--- config.mk ---
export PLATFORM = sky130hd
export DESIGN_NAME = led_cube_scan_driver_unit
export DESIGN_NICKNAME = d
export VERILOG_FILES = /design/src/lcsd_pkg.sv /design/src/led_cube_scan_driver_unit.sv /design/src/lcsd_voxel_mem.sv
export SDC_FILE = /design/constraint.sdc
export NUM_CORES = 1
export LEC_CHECK = 0
export BUFFER_PORTS_ARGS = -buffer_cell sky130_fd_sc_hd__buf_2
export CAP_MARGIN = 20
export CORE_MARGIN = 1
export CORE_UTILIZATION = 30
export CTS_CLUSTER_SIZE = 30
export DETAILED_ROUTE_END_ITERATION = 6
export PLACE_DENSITY_LB_ADDON = 0.12
export SLEW_MARGIN = 25
export SYNTH_ARGS = -nofsm -noshare
export SYNTH_HDL_FRONTEND = slang
export SYNTH_HIERARCHICAL = 1
export SYNTH_SLANG_ARGS = --single-unit
--- constraint.sdc ---
create_clock -name clk -period 13 [get_ports clk]
set_input_delay 2.6 -clock clk [delete_from_list [all_inputs] [get_ports clk]]
set_output_delay 2.6 -clock clk [all_outputs]
set_load 0.005 [all_outputs]
--- src/lcsd_pkg.sv ---
// shared types and constants of the led cube scan driver
// item structs for the command and result channels, op codes, default cube edge
`default_nettype none

package lcsd_pkg;

  localparam int EDGE_DEFAULT = 8;

  localparam logic [1:0] OP_TICK  = 2'd0;
  localparam logic [1:0] OP_SET   = 2'd1;
  localparam logic [1:0] OP_CLEAR = 2'd2;
  localparam logic [1:0] OP_START = 2'd3;

  typedef struct packed {
    logic [1:0]        op;
    logic signed [7:0] coord_x;
    logic signed [7:0] coord_y;
    logic signed [7:0] coord_z;
    logic [15:0]       repeat_count;
  } cmd_t;

  typedef struct packed {
    logic       serial_bit;
    logic       shift_pulse;
    logic       latch_pulse;
    logic [7:0] level_enable;
    logic [2:0] mapped_x;
    logic [2:0] mapped_y;
    logic [2:0] mapped_z;
    logic       busy_res;
  } res_t;

endpackage

`default_nettype wire

--- src/led_cube_scan_driver_unit.sv ---
// led cube scan driver: an accepted item passes s1, then s2 with the registered voxel
// memory read, then the result register; no item is taken while s1 is full or s2 stalls
// after reset a clearing pass over all EDGE^3 voxel locations holds cmd_stall high
// reset clears scan position, level, drive lines and frame count; uses lcsd_pkg, lcsd_voxel_mem
`default_nettype none

module led_cube_scan_driver_unit #(
  parameter int EDGE = lcsd_pkg::EDGE_DEFAULT
) (
  input  wire logic          clk,
  input  wire logic          rst,
  input  wire logic          cmd_valid,
  output logic               cmd_stall,
  input  wire lcsd_pkg::cmd_t cmd,
  output logic               res_valid,
  input  wire logic          res_stall,
  output lcsd_pkg::res_t     res
);

  import lcsd_pkg::*;

  localparam int LEVEL_BITS = EDGE * EDGE;
  localparam int STORE_SIZE = EDGE * EDGE * EDGE;
  localparam int AW = $clog2(STORE_SIZE);
  localparam int CW = $clog2(EDGE);
  localparam int PW = $clog2(LEVEL_BITS + 1);

  // wrap a non-negative coordinate into the cube, one conditional subtract per step; a negative one maps to EDGE-1
  function automatic logic [CW-1:0] map_coord(input logic signed [7:0] v);
    logic [11:0] r;
    r = {5'b0, v[6:0]};
    for (int k = 6; k >= 0; k--) begin
      if (r >= 12'(EDGE << k)) begin
        r = r - 12'(EDGE << k);
      end
    end
    if (v[7]) begin
      r = 12'(EDGE - 1);
    end
    return CW'(r);
  endfunction

  logic          cmd_accept;
  logic          s2_go;
  logic          mem_ready;
  logic          mem_wr;
  logic          mem_rd;
  logic [AW-1:0] mem_addr;
  logic          mem_wdata;
  logic          mem_rdata;

  logic          s1_valid;
  logic [1:0]    s1_op;
  logic [CW-1:0] s1_mx;
  logic [CW-1:0] s1_my;
  logic [CW-1:0] s1_mz;
  logic [15:0]   s1_rc;

  logic          s2_valid;
  logic          s2_rd;
  res_t          s2_res;
  res_t          s2_res_next;
  res_t          res_next;

  logic [PW-1:0]   bit_pos;
  logic [PW-1:0]   bit_pos_next;
  logic [CW-1:0]   cur_level;
  logic [CW-1:0]   cur_level_next;
  logic [CW-1:0]   prev_level;
  logic [EDGE-1:0] level_lines;
  logic [EDGE-1:0] level_lines_next;
  logic [15:0]     frames_left;
  logic [15:0]     frames_left_next;
  logic [7:0]      lines_out;
  logic            shift_now;
  logic            latch_now;
  logic [AW-1:0]   vox_idx;
  logic [AW-1:0]   scan_idx;

  assign cmd_accept = cmd_valid && !cmd_stall;
  assign s2_go      = s2_valid && (!res_valid || !res_stall);
  assign cmd_stall  = !mem_ready || s1_valid || (s2_valid && !s2_go);

  always_ff @(posedge clk) begin
    if (rst) begin
      s1_valid <= 1'b0;
    end else begin
      s1_valid <= cmd_accept;
    end
    if (cmd_accept) begin
      s1_op <= cmd.op;
      s1_mx <= map_coord(cmd.coord_x);
      s1_my <= map_coord(cmd.coord_y);
      s1_mz <= map_coord(cmd.coord_z);
      s1_rc <= cmd.repeat_count;
    end
  end

  assign vox_idx  = AW'(s1_mz * LEVEL_BITS + s1_my * EDGE + s1_mx);
  assign scan_idx = AW'(cur_level * LEVEL_BITS + bit_pos);
  assign prev_level = (cur_level == '0) ? CW'(EDGE - 1) : cur_level - 1'b1;

  always_comb begin
    bit_pos_next     = bit_pos;
    cur_level_next   = cur_level;
    level_lines_next = level_lines;
    frames_left_next = frames_left;
    mem_wr           = 1'b0;
    mem_rd           = 1'b0;
    mem_addr         = (s1_op == OP_TICK) ? scan_idx : vox_idx;
    mem_wdata        = (s1_op == OP_SET);
    shift_now        = 1'b0;
    latch_now        = 1'b0;
    if (s1_valid) begin
      unique case (s1_op) inside
        OP_SET, OP_CLEAR: begin
          mem_wr = 1'b1;
        end
        OP_START: begin
          frames_left_next = s1_rc;
          bit_pos_next     = '0;
          cur_level_next   = '0;
        end
        OP_TICK: begin
          if (frames_left != '0) begin
            if (bit_pos < PW'(LEVEL_BITS)) begin
              mem_rd       = 1'b1;
              shift_now    = 1'b1;
              bit_pos_next = bit_pos + 1'b1;
            end else begin
              latch_now                    = 1'b1;
              level_lines_next[prev_level] = 1'b0;
              level_lines_next[cur_level]  = 1'b1;
              bit_pos_next                 = '0;
              if (cur_level == CW'(EDGE - 1)) begin
                cur_level_next   = '0;
                frames_left_next = frames_left - 1'b1;
              end else begin
                cur_level_next = cur_level + 1'b1;
              end
            end
          end
        end
      endcase
    end
  end

  generate
    if (EDGE >= 8) begin : g_lines_wide
      assign lines_out = level_lines_next[7:0];
    end else begin : g_lines_narrow
      assign lines_out = 8'(level_lines_next);
    end
  endgenerate

  always_comb begin
    s2_res_next              = '0;
    s2_res_next.shift_pulse  = shift_now;
    s2_res_next.latch_pulse  = latch_now;
    s2_res_next.level_enable = lines_out;
    s2_res_next.busy_res     = (frames_left_next != '0);
    if (s1_op == OP_SET || s1_op == OP_CLEAR) begin
      s2_res_next.mapped_x = 3'(s1_mx);
      s2_res_next.mapped_y = 3'(s1_my);
      s2_res_next.mapped_z = 3'(s1_mz);
    end
  end

  always_ff @(posedge clk) begin
    if (rst) begin
      bit_pos     <= '0;
      cur_level   <= '0;
      level_lines <= '0;
      frames_left <= '0;
      s2_valid    <= 1'b0;
    end else begin
      bit_pos     <= bit_pos_next;
      cur_level   <= cur_level_next;
      level_lines <= level_lines_next;
      frames_left <= frames_left_next;
      if (s1_valid) begin
        s2_valid <= 1'b1;
      end else if (s2_go) begin
        s2_valid <= 1'b0;
      end
    end
    if (s1_valid) begin
      s2_res <= s2_res_next;
      s2_rd  <= mem_rd;
    end
  end

  always_comb begin
    res_next            = s2_res;
    res_next.serial_bit = s2_rd && mem_rdata;
  end

  always_ff @(posedge clk) begin
    if (rst) begin
      res_valid <= 1'b0;
    end else if (s2_go) begin
      res_valid <= 1'b1;
    end else if (!res_stall) begin
      res_valid <= 1'b0;
    end
    if (s2_go) begin
      res <= res_next;
    end
  end

  lcsd_voxel_mem #(
    .DEPTH(STORE_SIZE)
  ) u_mem (
    .clk  (clk),
    .rst  (rst),
    .ready(mem_ready),
    .wr_en(mem_wr),
    .rd_en(mem_rd),
    .addr (mem_addr),
    .wdata(mem_wdata),
    .rdata(mem_rdata)
  );

endmodule

`default_nettype wire

--- src/lcsd_voxel_mem.sv ---
// one-bit voxel memory with registered read and a clearing pass after reset
// no package dependency; used by led_cube_scan_driver_unit
`default_nettype none

module lcsd_voxel_mem #(
  parameter int DEPTH = 512
) (
  input  wire logic                     clk,
  input  wire logic                     rst,
  output logic                          ready,
  input  wire logic                     wr_en,
  input  wire logic                     rd_en,
  input  wire logic [$clog2(DEPTH)-1:0] addr,
  input  wire logic                     wdata,
  output logic                          rdata
);

  localparam int AW = $clog2(DEPTH);

  logic          mem [DEPTH];
  logic          clr_busy;
  logic [AW-1:0] clr_addr;

  always_ff @(posedge clk) begin
    if (rst) begin
      clr_busy <= 1'b1;
      clr_addr <= '0;
    end else if (clr_busy) begin
      if (clr_addr == AW'(DEPTH - 1)) begin
        clr_busy <= 1'b0;
      end
      clr_addr <= clr_addr + 1'b1;
    end
  end

  always_ff @(posedge clk) begin
    if (clr_busy) begin
      mem[clr_addr] <= 1'b0;
    end else if (wr_en) begin
      mem[addr] <= wdata;
    end
    if (rd_en) begin
      rdata <= mem[addr];
    end
  end

  assign ready = !clr_busy;

endmodule

`default_nettype wire

### Word level (Yosys, flattened, before mapping)

Memory sizes are Yosys's and may differ from the RTL's. A register that Yosys moved wholly into a read port is not among the register bits.
Cells that the tools add are included.

* bits in registers: 116
* bits in writable memories: 512
* bits of input ports: 46
* output and inout port bits: 23
* word-level logic and storage cells: 168
* memories kept: 1

Memory list
* u_mem.mem: words 512, bits a word 1, read ports 1, clocked after Yosys merged registers in 1, wr ports 1, line lcsd_voxel_mem.sv:20 `logic mem [DEPTH];`

* add/subtract/negate cells: 20
* magnitude comparators: 17
* equality and inequality tests: 8
* mux-type cells: 64
* bitwise gates (word level): 3
* reductions and logical operators: 25

Operator list (number)
* 12-bit two-way mux: 18
* 16-bit two-way mux: 4
* 12-bit by 4-bit greater-or-equal comparator with 1-bit output (second input constant): 3
* 12-bit by 5-bit greater-or-equal comparator with 1-bit output (second input constant): 3
* 12-bit by 6-bit greater-or-equal comparator with 1-bit output (second input constant): 3
* 12-bit by 5-bit subtractor with 12-bit output (second input constant): 3
* 12-bit by 6-bit subtractor with 12-bit output (second input constant): 3
* 8-bit two-way mux: 4
* 16-bit one-hot mux with 2 select lines: 1
* 16-bit nonzero test: 2
* 7-bit by 7-bit subtractor with 8-bit output (second input constant): 3
* 1-bit two-way mux: 22
* 7-bit greater-or-equal comparator (second input constant): 3
* 3-bit two-way mux: 7
* 9-bit two-way mux: 2
* 16-bit by 1-bit subtractor with 16-bit output (second input constant): 1
* 7-bit two-way mux: 2
* 7-bit one-hot mux with 2 select lines: 1
* 3-bit by 1-bit subtractor with 3-bit output (second input constant): 4
* 9-bit by 1-bit adder with 9-bit output (second input constant): 1
* 9-bit by 3-bit adder with 9-bit output: 1
* 9-bit by 6-bit adder with 9-bit output: 1
* 9-bit by 7-bit adder with 9-bit output: 1
* 9-bit equality test (second input constant): 1
* 26 further kinds: 43

### Longest topological paths before layout

* depth in word-level cells: 17
* depth in mapped cells: 17
* depth with buffers taken out: 10

### Hierarchy

The synthesis kept the hierarchy.

By module, submodules not included
* lcsd_voxel_mem: instances 1, cells each 1698, area each 23196.0 um2
* led_cube_scan_driver_unit: instances 1, cells each 417, area each 4747.1 um2

### Worst setup path before layout

Ideal clock, no wire load.

* path kind: register to register
* from: reg s1_valid
* to: mem u_mem.mem[0], data pin
* setup time: 1.545 ns
* arrival time: 8.147 ns
* setup slack: 3.308 ns
* cell stages (with the launch flop): 6
* cells stage by stage: dfxtp_1 clkbuf_1 and2_1 nor2b_1 buf_2 and2_1

* longest elaborated chain between the ends: 6

RTL lines
* start: declaration: line led_cube_scan_driver_unit.sv:52 `logic s1_valid;`
* start signal: assignment: line led_cube_scan_driver_unit.sv:88 `s1_valid <= cmd_accept;`
* 1-bit two-way mux: line led_cube_scan_driver_unit.sv:114 `if (s1_valid) begin`
* named net mem_wr: line led_cube_scan_driver_unit.sv:46 `logic mem_wr;`
* 1-bit two-way mux: line lcsd_voxel_mem.sv:39 `end else if (wr_en) begin`
* 1-bit two-way mux: line lcsd_voxel_mem.sv:37 `if (clr_busy) begin`
* 1-bit two-way mux (implied by the code): line lcsd_voxel_mem.sv:40 `mem[addr] <= wdata;`
* 1-bit OR reduction (no line)
* 1-bit two-way mux (no line)
* end: declaration: line lcsd_voxel_mem.sv:20

The timed path passes the listed nets, and every way through them passes these cells.

### Final worst setup path

* from: in res_stall
* to: out cmd_stall

* longest elaborated chain between the ends: 6

RTL lines
* start: declaration: line led_cube_scan_driver_unit.sv:16 `input wire logic res_stall,`
* 1-bit zero test
* 1-bit logical OR: line led_cube_scan_driver_unit.sv:81 `assign s2_go = s2_valid && (!res_valid || !res_stall);`
* 1-bit logical AND: line led_cube_scan_driver_unit.sv:81
* 1-bit zero test: line led_cube_scan_driver_unit.sv:82 `assign cmd_stall = !mem_ready || s1_valid || (s2_valid && !s2_go);`
* 1-bit logical AND: line led_cube_scan_driver_unit.sv:82
* 1-bit logical OR: line led_cube_scan_driver_unit.sv:82
* end: declaration: line led_cube_scan_driver_unit.sv:13 `output logic cmd_stall,`

No other way between the ends.

==> results.toml <==
[outcome]
outcome = "completed"

[worst_setup_path]
cp_common_cell = "buf_2"
cpPeakStageDelay_ns = 0.25
cp_slowest_cell = "a31oi_1"
crit_required_ns = 10.40
worstPathArrival_ns = 3.19
worstSetupPathType = "input port to output pin"
end_kind = "output pin"
worstSetupStartpointType = "input port"
worstPathCellList = "buf_2, a31oi_1, nand2_1, buf_2"
crit_fanout = 3

[route]
vias = 17560
dr.pass1.iters = 5
antenna_left = 0
wl_mm = 79.10
vias_per_cell = 5.121
routedWlPerCell_um = 23.07
detail_route.iter0.violations = 1451
drc = 0

[layout]
nNetsFinal = 2189
drive_gt1_frac = 0.1446
diodes = 0
fin_cells = 3429
syn_to_final_growth_pct = 13.51
fin_util = 0.3450

[global_routing]
grt_pass1_wl_mm = 117.4
antenna_found_initial = 1
grt_max_degree = 273
grt_usage = 0.1684
grt_pass1_vias = 17936
grt-ovfl-total = 0

[power_and_ir_drop]
vdd_ir_drop_max_v = 0.00008423
power_mw = 4.295
pwr_density_cell_mw_per_mm2 = 135.4
p_leak_nw = 9.404

[logic_synthesis]
ys_warn_count = 6
netlist_instances = 2115
syn_nets = 2175
synthTopCellsByArea = "edfxtp_1 63%, nor2_1 7.8%, mux2i_1 4.3%"
synth.avg_cell_area_um2 = 13.21
synth_cell_types = 80
synth_edf_count = 582
ys_seq_elements = 629
synth-async-reset-ratio = 0
synth_ff_type = "edfxtp_1"
synth_area_mm2 = 0.02794
synthDominantCellAreaShare = 0.6254
synth.largest_area_cell = "edfxtp_1"
ys_seq_area_frac = 0.6591

[die]
rows = 111
die_x_um = 307.2
fp.coreArea_mm2 = 0.09194
ios = 69
die_h_um = 307.2
start_util = 0.3039
dieArea_mm2 = 0.09437

[timing]
tightest_slew_ns = 1.003
fin_ws_ns = 7.210
finalSetupTns_ns = 0
timing.final.crit_share = 0.4454
final_hold_viol_count = 0
max_freq_ghz = 0.1727
post-route-min-period_ns = 5.790
final_max_slew_viol_count = 0
skew_ns = 0.02262
slew_headroom = 0.3286
rsz0062_at_grt = "no"
setup_viol = 0

[clock_tree]
cts_htree_levels = 3
holdBufCountCts = 0
cts_buffers = 76
clock_sinks = 629
clk_latency_ns = 0.62
postCtsSetupRepairBufs = 0
cts_resized = 0
cts_buffer_depth = 3
cts_tree = "done"
root_buffer = "clkbuf_16"
clk_pin_slew_ns = 0.06

[placed_design]
dp_hpwl_mm = 43.00
pre_cts_ws_ns = 7.218
place_inst = 3292
gp_congestion = 0.7903
portBuffers = 56

[job]
drv_cap = 0

[hold_path]
min_path_type = "flop to flop"
## metrics by stage
step	hold slack, ns	cell area [µm²]
2_1_floorplan	0.4003	27940
3_3_place_gp	0.4031	29250
3_5_place_dp	0.4045	29260
4_1_cts	0.4164	31660
5_1_grt	0.4176	31720
6_report	0.4161	31720
## cell usage after synthesis, drive strengths merged (6+ instances only)
master and count:
o21ai 22, and2 17, or2 13, nor4 14, mux2 8, o31ai 10
a311oi 6, nand4 10, inv 15, ha 14, o22ai 32, mux4 72
and3 8, nor2b 13, nand3 31, or4 8, o211ai 11, mux2i 120
o221ai 58, a31oi 6, edfxtp 582, nand3b 6, or3 13, clkbuf 119
nor2 580, a21oi 52, nor3 17, dfxtp 47, buf 42, nand2 113
## logic make-up (layout without fill, tap and decap cells)
| logic type | after synthesis | count (layout) | synth area share |
|---|---|---|---|
| AOI/OAI and AO/OA | 232 | 232 | 0.06014 |
| xor gates and xnor gates | 8 | 8 | 0.002507 |
| adders and majority gates | 14 | 14 | 0.006269 |
| buffers and inverters | 178 | 249 | 0.03533 |
| DFF | 629 | 629 | 0.6591 |
| muxes | 200 | 200 | 0.1071 |
| and+or+nand+nor | 854 | 854 | 0.1296 |
## power breakdown
| part | switching (mW) | internal (mW) | leakage (nW) | total, mW |
|---|---|---|---|---|
| logic | 0.0411 | 0.00996 | 2.99 | 0.0511 |
| clock network | 0.853 | 1.21 | 1.17 | 2.06 |
| registers | 0.00184 | 2.18 | 5.24 | 2.18 |
## path summary, 6_finish.rpt
kind                             startpoint               endpoint  slack (ns)  cells after the start
setup / recovery                  res_stall              cmd_stall        7.21                      4
hold / removal    res_next[3]$_SDFFCE_PP0P_       res[3]$_DFFE_PP_        0.42                      0
setup reg to reg         s1_op[0]$_DFFE_PP_  u_mem/rdata$_DFFE_PP_        7.52                     13
hold reg to reg   res_next[3]$_SDFFCE_PP0P_       res[3]$_DFFE_PP_        0.42                      0
## state kept, by name, indices dropped and copies added (netlist names), 7 cells and up
| register | count |
|---|---|
| res_next | 20 |
| res | 21 |
| u_mem/mem | 512 |
| s1_rc | 16 |
| level_lines | 8 |
| frames_left | 16 |
| bit_pos | 7 |
| u_mem/clr_addr | 9 |
## layout by cell type, fill, tap and decap left out, drive strengths merged, types with 32 or more instances in the layout
cell,synthesis,layout
buf,42,97
a21oi,52,52
nand2,113,113
mux2i,120,120
mux4,72,72
edfxtp,582,582
nor2,580,580
clkbuf,119,95
o221ai,58,58
o22ai,32,32
dfxtp,47,47
## critical path, delay by kind of cell
kind,cells,cell delay [ns]
and+or+nand+nor,1,0.08
AOI/OAI and AO/OA,1,0.25
buffers and inverters,2,0.26
## routing by layer
metal,global-route usage,up-vias,part of all wire
met1,0.2229,9086,0.43
met4,0.04836,0,0.022
met2,0.2864,470,0.49
li1,-,7894,-
met3,0.02402,110,0.054
met5,0,-,0
## area by class of cell
class,count,area [µm²]
flip-flops and latches,629,18420
clock buffers,95,1983
repair buffers,97,644.4
multi-input cells,1308,8638
inverters,17,63.81
well taps,1243,1555
clock inverters,40,415.4
fillers,9017,60220
No activity file was read; power rests on OpenSTA's default activity.
